<file path="config.mk">
export PLATFORM = sky130hd
export DESIGN_NAME = ffba_ctrl
export DESIGN_NICKNAME = d
export VERILOG_FILES = /design/src/rtl/ffba_pkg.sv /design/src/rtl/ffba_ctrl.sv
export SDC_FILE = /design/constraint.sdc
export NUM_CORES = 1
export LEC_CHECK = 0
export BUFFER_PORTS_ARGS = -buffer_cell sky130_fd_sc_hd__buf_2
export CORE_UTILIZATION = 52
export DETAILED_ROUTE_END_ITERATION = 6
export GPL_TIMING_DRIVEN = 0
export HOLD_SLACK_MARGIN = 0.05
export PLACE_DENSITY = 0.95
export SLEW_MARGIN = 20
export SYNTH_ARGS = -nofsm -noshare
export SYNTH_HDL_FRONTEND = slang
export SYNTH_SLANG_ARGS = --single-unit
</file>
<file path="constraint.sdc">
create_clock -name clk -period 3.2 [get_ports clk]
set_input_delay 0.16 -clock clk [delete_from_list [all_inputs] [get_ports clk]]
set_output_delay 0.16 -clock clk [all_outputs]
set_load 0.005 [all_outputs]
</file>
<file path="src/rtl/ffba_pkg.sv">
`timescale 1ns / 1ps
// ----------------------------------------------------------------------------
// ffba_pkg
// Shared types, sizes and codes of the first-fit block allocator.
// ----------------------------------------------------------------------------
package ffba_pkg;

  // pool and handle table sizes
  localparam int NUM_BLOCKS = 1024;
  localparam int NUM_SLOTS  = 64;
  localparam int TAG_BITS   = 8;

  // transaction field widths
  localparam int FUNC_W   = 3;
  localparam int SIZE_W   = 22;
  localparam int HIDX_W   = 6;
  localparam int TAG_W    = 8;
  localparam int STATUS_W = 3;
  localparam int OFF_W    = 10;
  localparam int CNT_W    = 11;
  localparam int SHIFT_W  = 4;
  localparam int REFS_W   = 16;

  localparam logic [SHIFT_W-1:0] SHIFT_RESET = SHIFT_W'(3);
  localparam logic [REFS_W-1:0]  REFS_MAX    = {REFS_W{1'b1}};

  // derived pool geometry
  localparam int BLK_AW  = $clog2(NUM_BLOCKS);
  localparam int BLK_CW  = $clog2(NUM_BLOCKS + 1);
  localparam int CALC_W  = SIZE_W + 1;
  localparam int WORD_W  = 8;
  localparam int WORD_AW = $clog2(WORD_W);
  localparam int ROWS    = (NUM_BLOCKS + WORD_W - 1) / WORD_W;
  localparam int ROW_AW  = (ROWS > 1) ? $clog2(ROWS) : 1;
  localparam int BIDX_W  = ROW_AW + WORD_AW;

  // derived handle table geometry
  localparam int SLOT_AW  = $clog2(NUM_SLOTS);
  localparam int SLOT_GRP = (NUM_SLOTS < 8) ? NUM_SLOTS : 8;
  localparam int NGRP     = (NUM_SLOTS + SLOT_GRP - 1) / SLOT_GRP;
  localparam int NGRP_W   = (NGRP > 1) ? $clog2(NGRP) : 1;
  localparam int GRP_AW   = (SLOT_GRP > 1) ? $clog2(SLOT_GRP) : 1;

  typedef enum logic [FUNC_W-1:0] {
    FN_ALLOC    = 3'd0,
    FN_REALLOC  = 3'd1,
    FN_FREE     = 3'd2,
    FN_ADD_REF  = 3'd3,
    FN_DROP_REF = 3'd4
  } func_t;

  localparam logic [STATUS_W-1:0] ST_OK    = 3'd0;
  localparam logic [STATUS_W-1:0] ST_NORUN = 3'd1;
  localparam logic [STATUS_W-1:0] ST_FULL  = 3'd2;
  localparam logic [STATUS_W-1:0] ST_STALE = 3'd3;
  localparam logic [STATUS_W-1:0] ST_ZERO  = 3'd4;

  typedef enum logic [2:0] {
    RK_ERR,
    RK_NOP,
    RK_ALLOC,
    RK_REALLOC,
    RK_REF,
    RK_FREED
  } res_kind_t;

  typedef struct packed {
    logic [FUNC_W-1:0] func;
    logic [SIZE_W-1:0] byte_size;
    logic [HIDX_W-1:0] handle_index;
    logic [TAG_W-1:0]  handle_tag;
    logic              handle_valid;
    logic              keep_data;
  } in_t;

  typedef struct packed {
    logic [STATUS_W-1:0] status;
    logic [HIDX_W-1:0]   out_index;
    logic [TAG_W-1:0]    out_tag;
    logic [OFF_W-1:0]    block_offset;
    logic [CNT_W-1:0]    block_count;
    logic                copy_needed;
    logic [OFF_W-1:0]    old_offset;
    logic [CNT_W-1:0]    old_count;
    logic                freed;
  } out_t;

  // one handle table entry
  typedef struct packed {
    logic [BLK_AW-1:0]   off;
    logic [BLK_CW-1:0]   cnt;
    logic [REFS_W-1:0]   refs;
    logic [TAG_BITS-1:0] tag;
  } slot_entry_t;

  // controller to datapath
  typedef struct packed {
    logic                accept;
    logic                cap_slot;
    logic                scan_start;
    logic                scan_step;
    logic                slot_start;
    logic                slot_step;
    logic                alloc_commit;
    logic                realloc_commit;
    logic                ref_write;
    logic                release_slot;
    logic                mk_start_clr;
    logic                mk_start_set;
    logic                mk_wr;
    logic                mk_set;
    logic                load_out;
    res_kind_t           kind;
    logic [STATUS_W-1:0] status;
  } ctrl_cmd_t;

  // datapath to controller
  typedef struct packed {
    logic [FUNC_W-1:0] func;
    logic              hv;
    logic              zero;
    logic              over;
    logic              stale;
    logic              drop_zero;
    logic              run_found;
    logic              scan_last;
    logic              slot_found;
    logic              slot_last;
    logic              mk_last;
    logic              out_busy;
  } dp_sts_t;

endpackage

</file>
<file path="src/rtl/ffba_ctrl.sv">
`timescale 1ns / 1ps
// ----------------------------------------------------------------------------
// ffba_ctrl
// Allocator sequencer: checks, run scan, slot search, marking, result.
// ----------------------------------------------------------------------------
module ffba_ctrl (
  input  logic                 clk,
  input  logic                 rst_n,
  input  logic                 in_valid,
  output logic                 in_ready,
  input  ffba_pkg::dp_sts_t    sts,
  output ffba_pkg::ctrl_cmd_t  cmd
);

  typedef enum logic [3:0] {
    S_IDLE,
    S_CHK,
    S_REF,
    S_SCAN,
    S_SLOT,
    S_COMMIT,
    S_CLR_RD,
    S_CLR_WR,
    S_SET_RD,
    S_SET_WR,
    S_DONE
  } state_t;

  state_t                        state_r, state_nxt;
  ffba_pkg::res_kind_t           kind_r, kind_nxt;
  logic [ffba_pkg::STATUS_W-1:0] status_r, status_nxt;
  logic                          is_alloc;
  logic                          is_realloc;

  assign is_alloc   = (sts.func == ffba_pkg::FN_ALLOC) ||
                      ((sts.func == ffba_pkg::FN_REALLOC) && !sts.hv);
  assign is_realloc = (sts.func == ffba_pkg::FN_REALLOC) && sts.hv;
  assign in_ready   = (state_r == S_IDLE);

  always_comb begin
    state_nxt  = state_r;
    kind_nxt   = kind_r;
    status_nxt = status_r;
    cmd        = '0;
    cmd.kind   = kind_r;
    cmd.status = status_r;
    unique case (state_r)
      S_IDLE: begin
        cmd.accept = in_valid;
        if (in_valid) begin
          state_nxt = S_CHK;
        end
      end
      S_CHK: begin
        cmd.cap_slot = 1'b1;
        kind_nxt     = ffba_pkg::RK_ERR;
        state_nxt    = S_DONE;
        if (is_alloc) begin
          if (sts.zero) begin
            status_nxt = ffba_pkg::ST_ZERO;
          end else if (sts.over) begin
            status_nxt = ffba_pkg::ST_NORUN;
          end else begin
            cmd.scan_start = 1'b1;
            state_nxt      = S_SCAN;
          end
        end else if (is_realloc) begin
          if (sts.zero) begin
            status_nxt = ffba_pkg::ST_ZERO;
          end else if (sts.stale) begin
            status_nxt = ffba_pkg::ST_STALE;
          end else if (sts.over) begin
            status_nxt = ffba_pkg::ST_NORUN;
          end else begin
            cmd.scan_start = 1'b1;
            state_nxt      = S_SCAN;
          end
        end else if ((sts.func == ffba_pkg::FN_FREE) || (sts.func == ffba_pkg::FN_ADD_REF) ||
                     (sts.func == ffba_pkg::FN_DROP_REF)) begin
          if (sts.stale) begin
            status_nxt = ffba_pkg::ST_STALE;
          end else begin
            state_nxt = S_REF;
          end
        end else begin
          kind_nxt = ffba_pkg::RK_NOP;
        end
      end
      S_REF: begin
        if ((sts.func == ffba_pkg::FN_FREE) ||
            ((sts.func == ffba_pkg::FN_DROP_REF) && sts.drop_zero)) begin
          cmd.release_slot = 1'b1;
          cmd.mk_start_clr = 1'b1;
          kind_nxt         = ffba_pkg::RK_FREED;
          state_nxt        = S_CLR_RD;
        end else begin
          cmd.ref_write = 1'b1;
          kind_nxt      = ffba_pkg::RK_REF;
          state_nxt     = S_DONE;
        end
      end
      S_SCAN: begin
        cmd.scan_step = 1'b1;
        if (sts.run_found) begin
          if (is_alloc) begin
            cmd.slot_start = 1'b1;
            state_nxt      = S_SLOT;
          end else begin
            state_nxt = S_COMMIT;
          end
        end else if (sts.scan_last) begin
          kind_nxt   = ffba_pkg::RK_ERR;
          status_nxt = ffba_pkg::ST_NORUN;
          state_nxt  = S_DONE;
        end
      end
      S_SLOT: begin
        cmd.slot_step = 1'b1;
        if (sts.slot_found) begin
          state_nxt = S_COMMIT;
        end else if (sts.slot_last) begin
          kind_nxt   = ffba_pkg::RK_ERR;
          status_nxt = ffba_pkg::ST_FULL;
          state_nxt  = S_DONE;
        end
      end
      S_COMMIT: begin
        if (is_alloc) begin
          cmd.alloc_commit = 1'b1;
          cmd.mk_start_set = 1'b1;
          kind_nxt         = ffba_pkg::RK_ALLOC;
          state_nxt        = S_SET_RD;
        end else begin
          // old run goes first, new run was found while it was still used
          cmd.mk_start_clr = 1'b1;
          kind_nxt         = ffba_pkg::RK_REALLOC;
          state_nxt        = S_CLR_RD;
        end
      end
      S_CLR_RD: begin
        state_nxt = S_CLR_WR;
      end
      S_CLR_WR: begin
        cmd.mk_wr = 1'b1;
        if (!sts.mk_last) begin
          state_nxt = S_CLR_RD;
        end else if (kind_r == ffba_pkg::RK_REALLOC) begin
          cmd.realloc_commit = 1'b1;
          cmd.mk_start_set   = 1'b1;
          state_nxt          = S_SET_RD;
        end else begin
          state_nxt = S_DONE;
        end
      end
      S_SET_RD: begin
        state_nxt = S_SET_WR;
      end
      S_SET_WR: begin
        cmd.mk_wr  = 1'b1;
        cmd.mk_set = 1'b1;
        state_nxt  = sts.mk_last ? S_DONE : S_SET_RD;
      end
      S_DONE: begin
        if (!sts.out_busy) begin
          cmd.load_out = 1'b1;
          state_nxt    = S_IDLE;
        end
      end
      default: begin
        state_nxt = S_IDLE;
      end
    endcase
  end

  always_ff @(posedge clk) begin
    if (!rst_n) begin
      state_r  <= S_IDLE;
      kind_r   <= ffba_pkg::RK_NOP;
      status_r <= ffba_pkg::ST_OK;
    end else begin
      state_r  <= state_nxt;
      kind_r   <= kind_nxt;
      status_r <= status_nxt;
    end
  end

endmodule

</file>
Yosys cells after proc, flatten, opt, wreduce, memory -nomap -nowiden
Index checks and enable logic that the tools add are counted.
Word-level totals
  register bits after elaboration: 10
  input bits: 17
  output and inout port bits: 22
  logic and storage cells: 114
Operators by class
  eq/ne operators: 25
  muxes and demuxes: 70
  reductions and logical operators: 16
Operators with widths (count)
  $mux W4: 17
  $mux W3: 16
  $pmux W4 S11: 1
  $mux W1: 26
  $eq A4 B3 Y1 const B: 4
  $pmux W3 S5: 1
  $eq A4 B4 Y1 const B: 3
  $mux W2: 6
  $ne A2 B2 Y1 const B: 6
  $eq A3 B2 Y1 const B: 3
  $pmux W3 S3: 1
  $eq A4 B2 Y1 const B: 2
  $ne A4 B4 Y1 const B: 2
  $reduce_and A7 Y1: 1
  $ne A3 B3 Y1 const B: 2
  $reduce_and A5 Y1: 1
  $reduce_bool A5 Y1: 1
  $eq A4 B1 Y1 const B: 1
  $logic_not A4 Y1: 1
  $logic_or A1 B1 Y1: 4
  $pmux W1 S2: 2
  $reduce_and A4 Y1: 1
  $eq A3 B1 Y1 const B: 1
  $eq A3 B3 Y1 const B: 1
  5 further kinds: 7

Longest topological paths before layout
Gate-level depths: netlist (run 1).
  depth in word-level cells: 7
  depth in mapped cells: 6
  mapped depth without buffers: 5

Worst setup path after synthesis (run 1)
No wires, ideal clock.
  path type: reg-to-reg
  start: register state_r[2]
  end: register status_r[0] in the netlist's numbering
  library setup time: 86 ps
  arrival time: 1508 ps
  required time: 3114 ps
  setup slack: 1606 ps
  cell stages (with the launch flop): 6
  buffers on the path: 0
  period minus slack after synthesis: 1594 ps
  cell sequence: dfxtp_1 > or3b_1 > o22a_1 > or2_4 > and2_4 > a211oi_1
Between the ends
  longest elaborated chain between the ends: 3
  elaborated cells on any way between the ends: 12
  those cells by class: eq/ne (9); mux (1); reduce/logical (2)
Ends and longest elaborated chain
  start: declaration: RTL line ffba_ctrl.sv:29  | state_t state_r, state_nxt;
  start signal: assignment: RTL line ffba_ctrl.sv:181  | state_r <= state_nxt;
  $eq A4 B1 Y1 (tied with other cells): RTL line ffba_ctrl.sv:47  | unique case (state_r)
  $ne A4 B4 Y1 (no source line) (tied with other cells)
  $reduce_and A7 Y1 (no source line)
  end signal: assignment: RTL line ffba_ctrl.sv:179  | status_r <= ffba_pkg::ST_OK;
  end signal: assignment: RTL line ffba_ctrl.sv:183  | status_r <= status_nxt;
  end: declaration: RTL line ffba_ctrl.sv:31  | logic [ffba_pkg::STATUS_W-1:0] status_r, status_nxt;
Several ways; a longest one is shown, not always the timed one.
A chain may end at the register's enable or synchronous reset.

==> results by group, run 1 <==
Critical path
  • R2r setup slk: 1290 ps
  • CP Max Fanout: 10
  • Register-to-Register Path Depth: 5
  • Crit path kind: reg -> out
  • Critical Path AT: 1880 ps
  • Worst reg2reg startpoint: state_r[2]
  • R2R Path End: state_r[3]
  • CP Capture Type: output port
  • Critical path startpoint category: register
  • CP startpoint: state_r[3]
  • CP Data Required Time: 3040 ps
  • Setup crit end: cmd[8]

STA
  • Worst slew pin tran: 574 ps
  • Period minus WS final: 2040 ps
  • Unrepaired setup endpoints after global routing: false
  • Headroom to the max-slew limit: 61.6%
  • Setup ws final: 1160 ps
  • Final Hold Viols: 0
  • Final Max Slew Viols: 0
  • Final period util: 63.7%
  • Final Skew: 3.06 ps
  • Setup TNS: 0 ps
  • WHS: 117 ps
  • F_max: 0.490 GHz
  • Final Setup Violations: 0

Outcome
  • Outcome: complete, no violations

Placement
  • Worst slack, placed: 1390 ps
  • Placed cells: 203
  • Port Buf Inserts: 36
  • DP Area: 0.00120 mm²
  • Dpl hpwl: 2380 µm
  • Gp weighted congestion: 0.886

Finish
  • Fin cells: 206
  • Layout Area Growth over Synthesis: 23.6%
  • Layout cell share with drive strength beyond 1: 27.6%
  • Core Util, Final: 69.4%
  • Final #Nets: 200
  • FILL cells: 155
  • Finished Cell Area: 0.00122 mm²
  • ANT cells: 0

Logic synthesis
  • Sequential area share after synthesis: 20.2%
  • Post-synth top area cell: dfxtp_1
  • Ys Warns: 0
  • Largest cells by area after synthesis: dfxtp_1 20%, nor2_1 7.6%, a21oi_1 5.6%
  • Avg Inst Size Synth: 6.98 µm²
  • Post-synthesis cell type count: 53
  • Seq cells post-synth: 10
  • Cell Area, Synth: 991 µm²
  • FFs w/ async S/R, synth: 0%
  • EDFF count, synth: 0
  • Post-Synthesis Net Count: 159
  • Share of the synthesized area in the top cell type: 20.2%
  • Primary FF master, synth: dfxtp_1
  • Cells after synthesis: 142

Global routing
  • Largest net degree at the start of global routing: 11
  • GRT overflow: 0
  • Antenna violations before repair: 0
  • Tot GR Track Use: 31.3%
  • First-pass GRT wire length: 4730 µm
  • Vias in the first global route: 1125

Clock tree
  • Worst-path clk slew: 70 ps
  • Setup bufs post-CTS: 0
  • Clk_lat worst skew: 270 ps
  • H-Tree Depth: 1
  • Hold buffers post-CTS: 0
  • CTS tree: built
  • Root buf cell: clkbuf_4
  • Clk sink count: 10
  • TritonCTS buffer count: 3
  • Post_cts resized: 0
  • Max Root-Sink Buffers: 2

Routing
  • Pre-Repair DR Iteration Count: 5
  • Residual DRC: 0
  • Vias per cell: 6.19
  • Top Layer Used: met4
  • DRT iter0 DRCs: 77
  • Wire length per cell: 15.1 µm
  • Met2 wire length: 1490 µm
  • Vias after detailed routing: 1276
  • Antenna Violating Nets Remaining: 0
  • Wl on met1: 1250 µm
  • Final wirelength: 3110 µm
  • Met3 Wirelength: 314 µm

Floorplan
  • Core area: 0.00176 mm²
  • Initial Utilization: 56.2%
  • Die area: 0.00208 mm²
  • Die Wd: 45.7 µm
  • Row cnt: 15
  • I/O Pins: 39
  • Die Span Y: 45.7 µm

Power and ir drop
  • VDD IR max: 0.404 mV
  • Static Leak: 0.524 nW
  • Total power: 0.802 mW
  • PD cells: 655 mW/mm²

Worst hold path
  • Worst hold stages: 2
  • Hold/Removal Path Class: in -> reg

Flow run
  • Max cap viols: 0
[worst min-delay path by stage]
stage,startpoint,end,slack [ps]
global route,rst_n,kind_r[0],130
finish,rst_n,kind_r[0],120
CTS,rst_n,kind_r[0],120
detailed placement,rst_n,kind_r[0],400
floorplan,rst_n,kind_r[0],250
global placement,rst_n,kind_r[0],400
[sequential cells by signal (all words and copies together), names as in the netlist]
signal    cells
status_r      3
state_r       4
kind_r        3
[critical path: stages, from the launching register on]
cell      delay, ps
dfxtp_1         440
clkbuf_1        380
clkbuf_1        370
o21ai_0         140
and2_1          160
buf_2           120
[per-layer routing]
layer / vias up / GRT usage, %
met5: - / 0
met4: 0 / 10.3
met3: 8 / 4.37
met2: 90 / 53.7
met1: 572 / 39.8
li1: 606 / -
[cell usage after synthesis (2+ instances only)]
cell and number:
nor2_1 20, nand2_1 13, a21oi_1 11, dfxtp_1 10
clkbuf_1 6, nor2b_1 6, o21ai_0 6, nand3_1 5
a211oi_1 4, nor3_1 4, a31oi_1 3, and2_1 3
nand2b_1 3, buf_2 2, inv_1 2, nand3b_1 2
nand4b_1 2, nor4bb_1 2, o21bai_1 2, o22ai_1 2
o2bb2ai_1 2
[where the power goes]
group          switching, mW  internal [mW]  total, mW  leakage (nW)
sequential            0.0519          0.164      0.216        0.0818
clock                 0.0490         0.0436     0.0926        0.0138
combinational          0.280          0.213      0.493         0.429
[final cells by class]
type | count | area [µm²] | share of cell area [%]
sequential | 10 | 200 | 16.3
buffer | 9 | 43.8 | 3.58
timing repair buffer | 36 | 180 | 14.7
multi-input combinational | 120 | 736 | 60.1
clock buffer | 3 | 22.5 | 1.84
inverter | 3 | 11.3 | 0.919
tap | 25 | 31.3 | 2.55
[layout by cell type, fill, tap and decap left out, drive strengths merged, types with 2 or more instances in the layout]
cell / n
nor4bb: 2
inv: 2
a31oi: 3
o22ai: 2
clkbuf: 9
or2: 2
nor2b: 6
buf: 39
a211oi: 4
a21oi: 11
o21bai: 2
and2: 4
nand2b: 3
nor3: 5
nand3: 5
nor2: 20
nand2: 13
o21ai: 7
nor4: 2
o2bb2ai: 2
nand3b: 2
nand4b: 2
dfxtp: 10
[logic make-up after synthesis]
kind of cell,count (synthesis),share of synthesized area (%)
simple gates,74,41.9
compound gates,44,30.3
buf+inv,12,5.56
flops,10,20.2
xor+xnor,1,0.884
mux,1,1.14
(Power assumes the default switching activity.)
==> run 2, diff against run 1 <==
--- a/config.mk
+++ b/config.mk
@@ -5,12 +5,13 @@
 export SDC_FILE = /design/constraint.sdc
 export NUM_CORES = 1
 export LEC_CHECK = 0
+export ABC_AREA = 1
 export BUFFER_PORTS_ARGS = -buffer_cell sky130_fd_sc_hd__buf_2
-export CORE_UTILIZATION = 52
+export CORE_UTILIZATION = 48
 export DETAILED_ROUTE_END_ITERATION = 6
 export GPL_TIMING_DRIVEN = 0
 export HOLD_SLACK_MARGIN = 0.05
-export PLACE_DENSITY = 0.95
+export PLACE_DENSITY = 0.9
 export SLEW_MARGIN = 20
 export SYNTH_ARGS = -nofsm -noshare
 export SYNTH_HDL_FRONTEND = slang
==> constraint.sdc (replaced) <==
create_clock -name clk -period 2.1 [get_ports clk]
set_input_delay 0.105 -clock clk [delete_from_list [all_inputs] [get_ports clk]]
set_output_delay 0.105 -clock clk [all_outputs]
set_load 0.005 [all_outputs]
==> run 2 against run 1 <==
Effect of this change: setup slack lost 650 ps; count of clock-buffer cells in the layout increased by 1; die area up 8.6%.
==> results by group, run 2 <==
Worst hold path
  • Worst hold stages: 2
  • Hold/Removal Path Class: in -> reg
  • Hold EP: kind_r[0]
  • Origin of the worst min-delay path: rst_n

Routing
  • DRT iter0 DRCs: 44
  • Vias after detailed routing: 1193
  • Wire length per cell: 10.1 µm
  • Pre-Repair DR Iteration Count: 4
  • Vias per cell: 4.93
  • Final wirelength: 2440 µm
  • Residual DRC: 0
  • Antenna Violating Nets Remaining: 0

Power and ir drop
  • VDD IR max: 0.709 mV
  • Combinational share of power: 65.6%
  • Clk pwr share: 11.4%
  • Switching share of power: 50.7%
  • Int Pwr: 0.730 mW
  • Seq pwr share: 22.9%
  • Sw power: 0.751 mW
  • Static Leak: 0.747 nW
  • PD cells: 1180 mW/mm²

Clock tree
  • TritonCTS buffer count: 3
  • Root buf cell: clkbuf_4
  • Clk_lat worst skew: 260 ps
  • Worst-path clk slew: 60 ps
  • Clk sink count: 10
  • Post_cts resized: 0
  • Hold buffers post-CTS: 0
  • CTS tree: built
  • H-Tree Depth: 1
  • Max Root-Sink Buffers: 2
  • Setup bufs post-CTS: 0

STA
  • Final Max Slew Viols: 0
  • Headroom to the max-slew limit: 75.4%
  • F_max: 0.628 GHz
  • Setup TNS: 0 ps
  • Final Hold Viols: 0
  • Period minus WS final: 1590 ps
  • Unrepaired setup endpoints after global routing: false
  • Worst slew pin tran: 365 ps
  • Final Setup Violations: 0
  • Final Skew: 1.11 ps
  • Final period util: 75.8%

Placement
  • Dpl hpwl: 2070 µm
  • Port Buf Inserts: 38
  • Gp weighted congestion: 0.963

Critical path
  • Critical-path cell list: nand2_1 -> nor2_1 -> nand2_1 -> nand2_1 -> buf_2
  • Top cell by count, worst path: nand2_1
  • Max incr delay on CP: 430 ps
  • Critical path startpoint category: register
  • Crit path kind: reg -> out
  • Register-to-Register Path Depth: 8
  • Worst reg2reg startpoint: state_r[1]
  • Crit-path slowest cell: dfxtp_1
  • Critical Path AT: 1490 ps
  • R2r setup slk: 630 ps
  • CP Data Required Time: 2000 ps
  • CP Max Fanout: 5
  • CP Capture Type: output port
  • R2R Path End: kind_r[0]

Logic synthesis
  • Post-Synthesis Net Count: 190
  • FFs w/ async S/R, synth: 0%
  • Largest cells by area after synthesis: dfxtp_1 20%, nand2_1 16%, nor2_1 12%
  • Share of the synthesized area in the top cell type: 20.1%
  • Most instantiated cells after synthesis: 42 x nand2_1, 32 x nor2_1, 26 x inv_1, 13 x nand3_1, 10 x dfxtp_1
  • Seq cells post-synth: 10
  • Top-count cell post-synth: nand2_1
  • Post-synthesis cell type count: 19
  • Sequential area share after synthesis: 20.1%
  • Cells after synthesis: 173
  • Primary FF master, synth: dfxtp_1
  • Avg Inst Size Synth: 5.76 µm²
  • EDFF count, synth: 0
  • Post-synth top area cell: dfxtp_1
  • Ys Warns: 0
  • Cell Area, Synth: 997 µm²

Floorplan
  • Die area: 0.00226 mm²
  • Row cnt: 16
  • I/O Pins: 39
  • Die Wd: 47.6 µm
  • Die Span Y: 47.6 µm
  • Core area: 0.00196 mm²
  • Initial Utilization: 50.8%

Global routing
  • First-pass GRT wire length: 3650 µm
  • Largest net degree at the start of global routing: 9
  • Antenna violations before repair: 0
  • GRT overflow: 0
  • Vias in the first global route: 947
  • Tot GR Track Use: 22.9%

Outcome
  • Outcome: complete, no violations

Finish
  • ANT cells: 0
  • FILL cells: 224
  • Commonest cells after routing, fill and taps aside: 42 x nand2_1, 38 x buf_2, 32 x nor2_1
  • Core Util, Final: 64.1%
  • Largest regs: state_r: 4 flops, kind_r: 3 flops, status_r: 3 flops
  • Footprint of the multi-input gates: 684 µm²
  • Final #Nets: 233
  • Layout cell share with drive strength beyond 1: 31.2%
  • Layout Area Growth over Synthesis: 26.1%
  • FF+latch area: 200 µm²
  • Commonest non-fill, non-tap cell in the layout: nand2_1
  • Biggest register: state_r
  • Largest register FFs: 4

Flow run
  • Max cap viols: 0
run 2: changes by cell type after synthesis, moves of 7 or more:
cell,delta
nand3_1,+8
nor2_1,+12
inv_1,+24
nand2_2,+7
nand2_1,+29
run 2: worst max path at each step:
stage,start,to,cells after the start
floorplan,state_r[2],status_r[1],9
global placement,state_r[2],status_r[0],9
detailed placement,state_r[2],status_r[0],9
CTS,state_r[1],cmd[10],5
global route,state_r[2],cmd[9],5
finish,state_r[1],cmd[10],5
run 2: worst max-delay path, delay by kind of cell, from the launching register on:
family                 cells  cell delay [ps]
buffers and inverters      1              140
flip-flops                 1              430
AND/OR/NAND/NOR            4              650
run 2: per-stage QoR:
stage               area [µm²]  power (mW)  hold WS [ps]  setup slack [ps]  cells
floorplan                  997        1.05           190               834    173
global placement          1220        1.29           376               681    238
detailed placement        1220        1.31           365               671    238
CTS                       1260        1.49          91.0               510    242
global route              1260        1.62           105               385    242
finish                    1260        1.48          97.1               508    242
run 2: cells by family (layout without fill, tap and decap cells):
logic type / Yosys count / after routing / synth area share (%)
and+or+nand+nor: 110 / 110 / 56.0
buffers and inverters: 30 / 72 / 11.3
AOI/OAI and AO/OA: 23 / 23 / 12.7
DFF: 10 / 10 / 20.1
run 2: power by group through the flow:
stage | clock network, mW | logic, mW | registers (mW)
after floorplan | 0 | 0.714 | 0.334
after global placement | 0 | 0.952 | 0.341
after detailed placement | 0 | 0.964 | 0.343
after CTS | 0.177 | 0.969 | 0.339
after global routing | 0.181 | 1.09 | 0.351
final | 0.170 | 0.972 | 0.339
run 2: layout make-up:
| type | instances | area share, % |
|---|---|---|
| clock buffer | 4 | 2.89 |
| inverter | 30 | 8.96 |
| multi-input combinational | 133 | 54.4 |
| sequential | 10 | 15.9 |
| tap | 27 | 2.69 |
| timing repair buffer | 38 | 15.1 |
run 2: per-layer routing:
layer | GRT usage (%) | vias to the layer above | share of wire [%]
li1 | - | 628 | -
met1 | 29.8 | 516 | 47
met2 | 38.1 | 42 | 45
met3 | 1.13 | 7 | 5.3
met4 | 12.2 | 0 | 2.3
met5 | 0 | - | 0
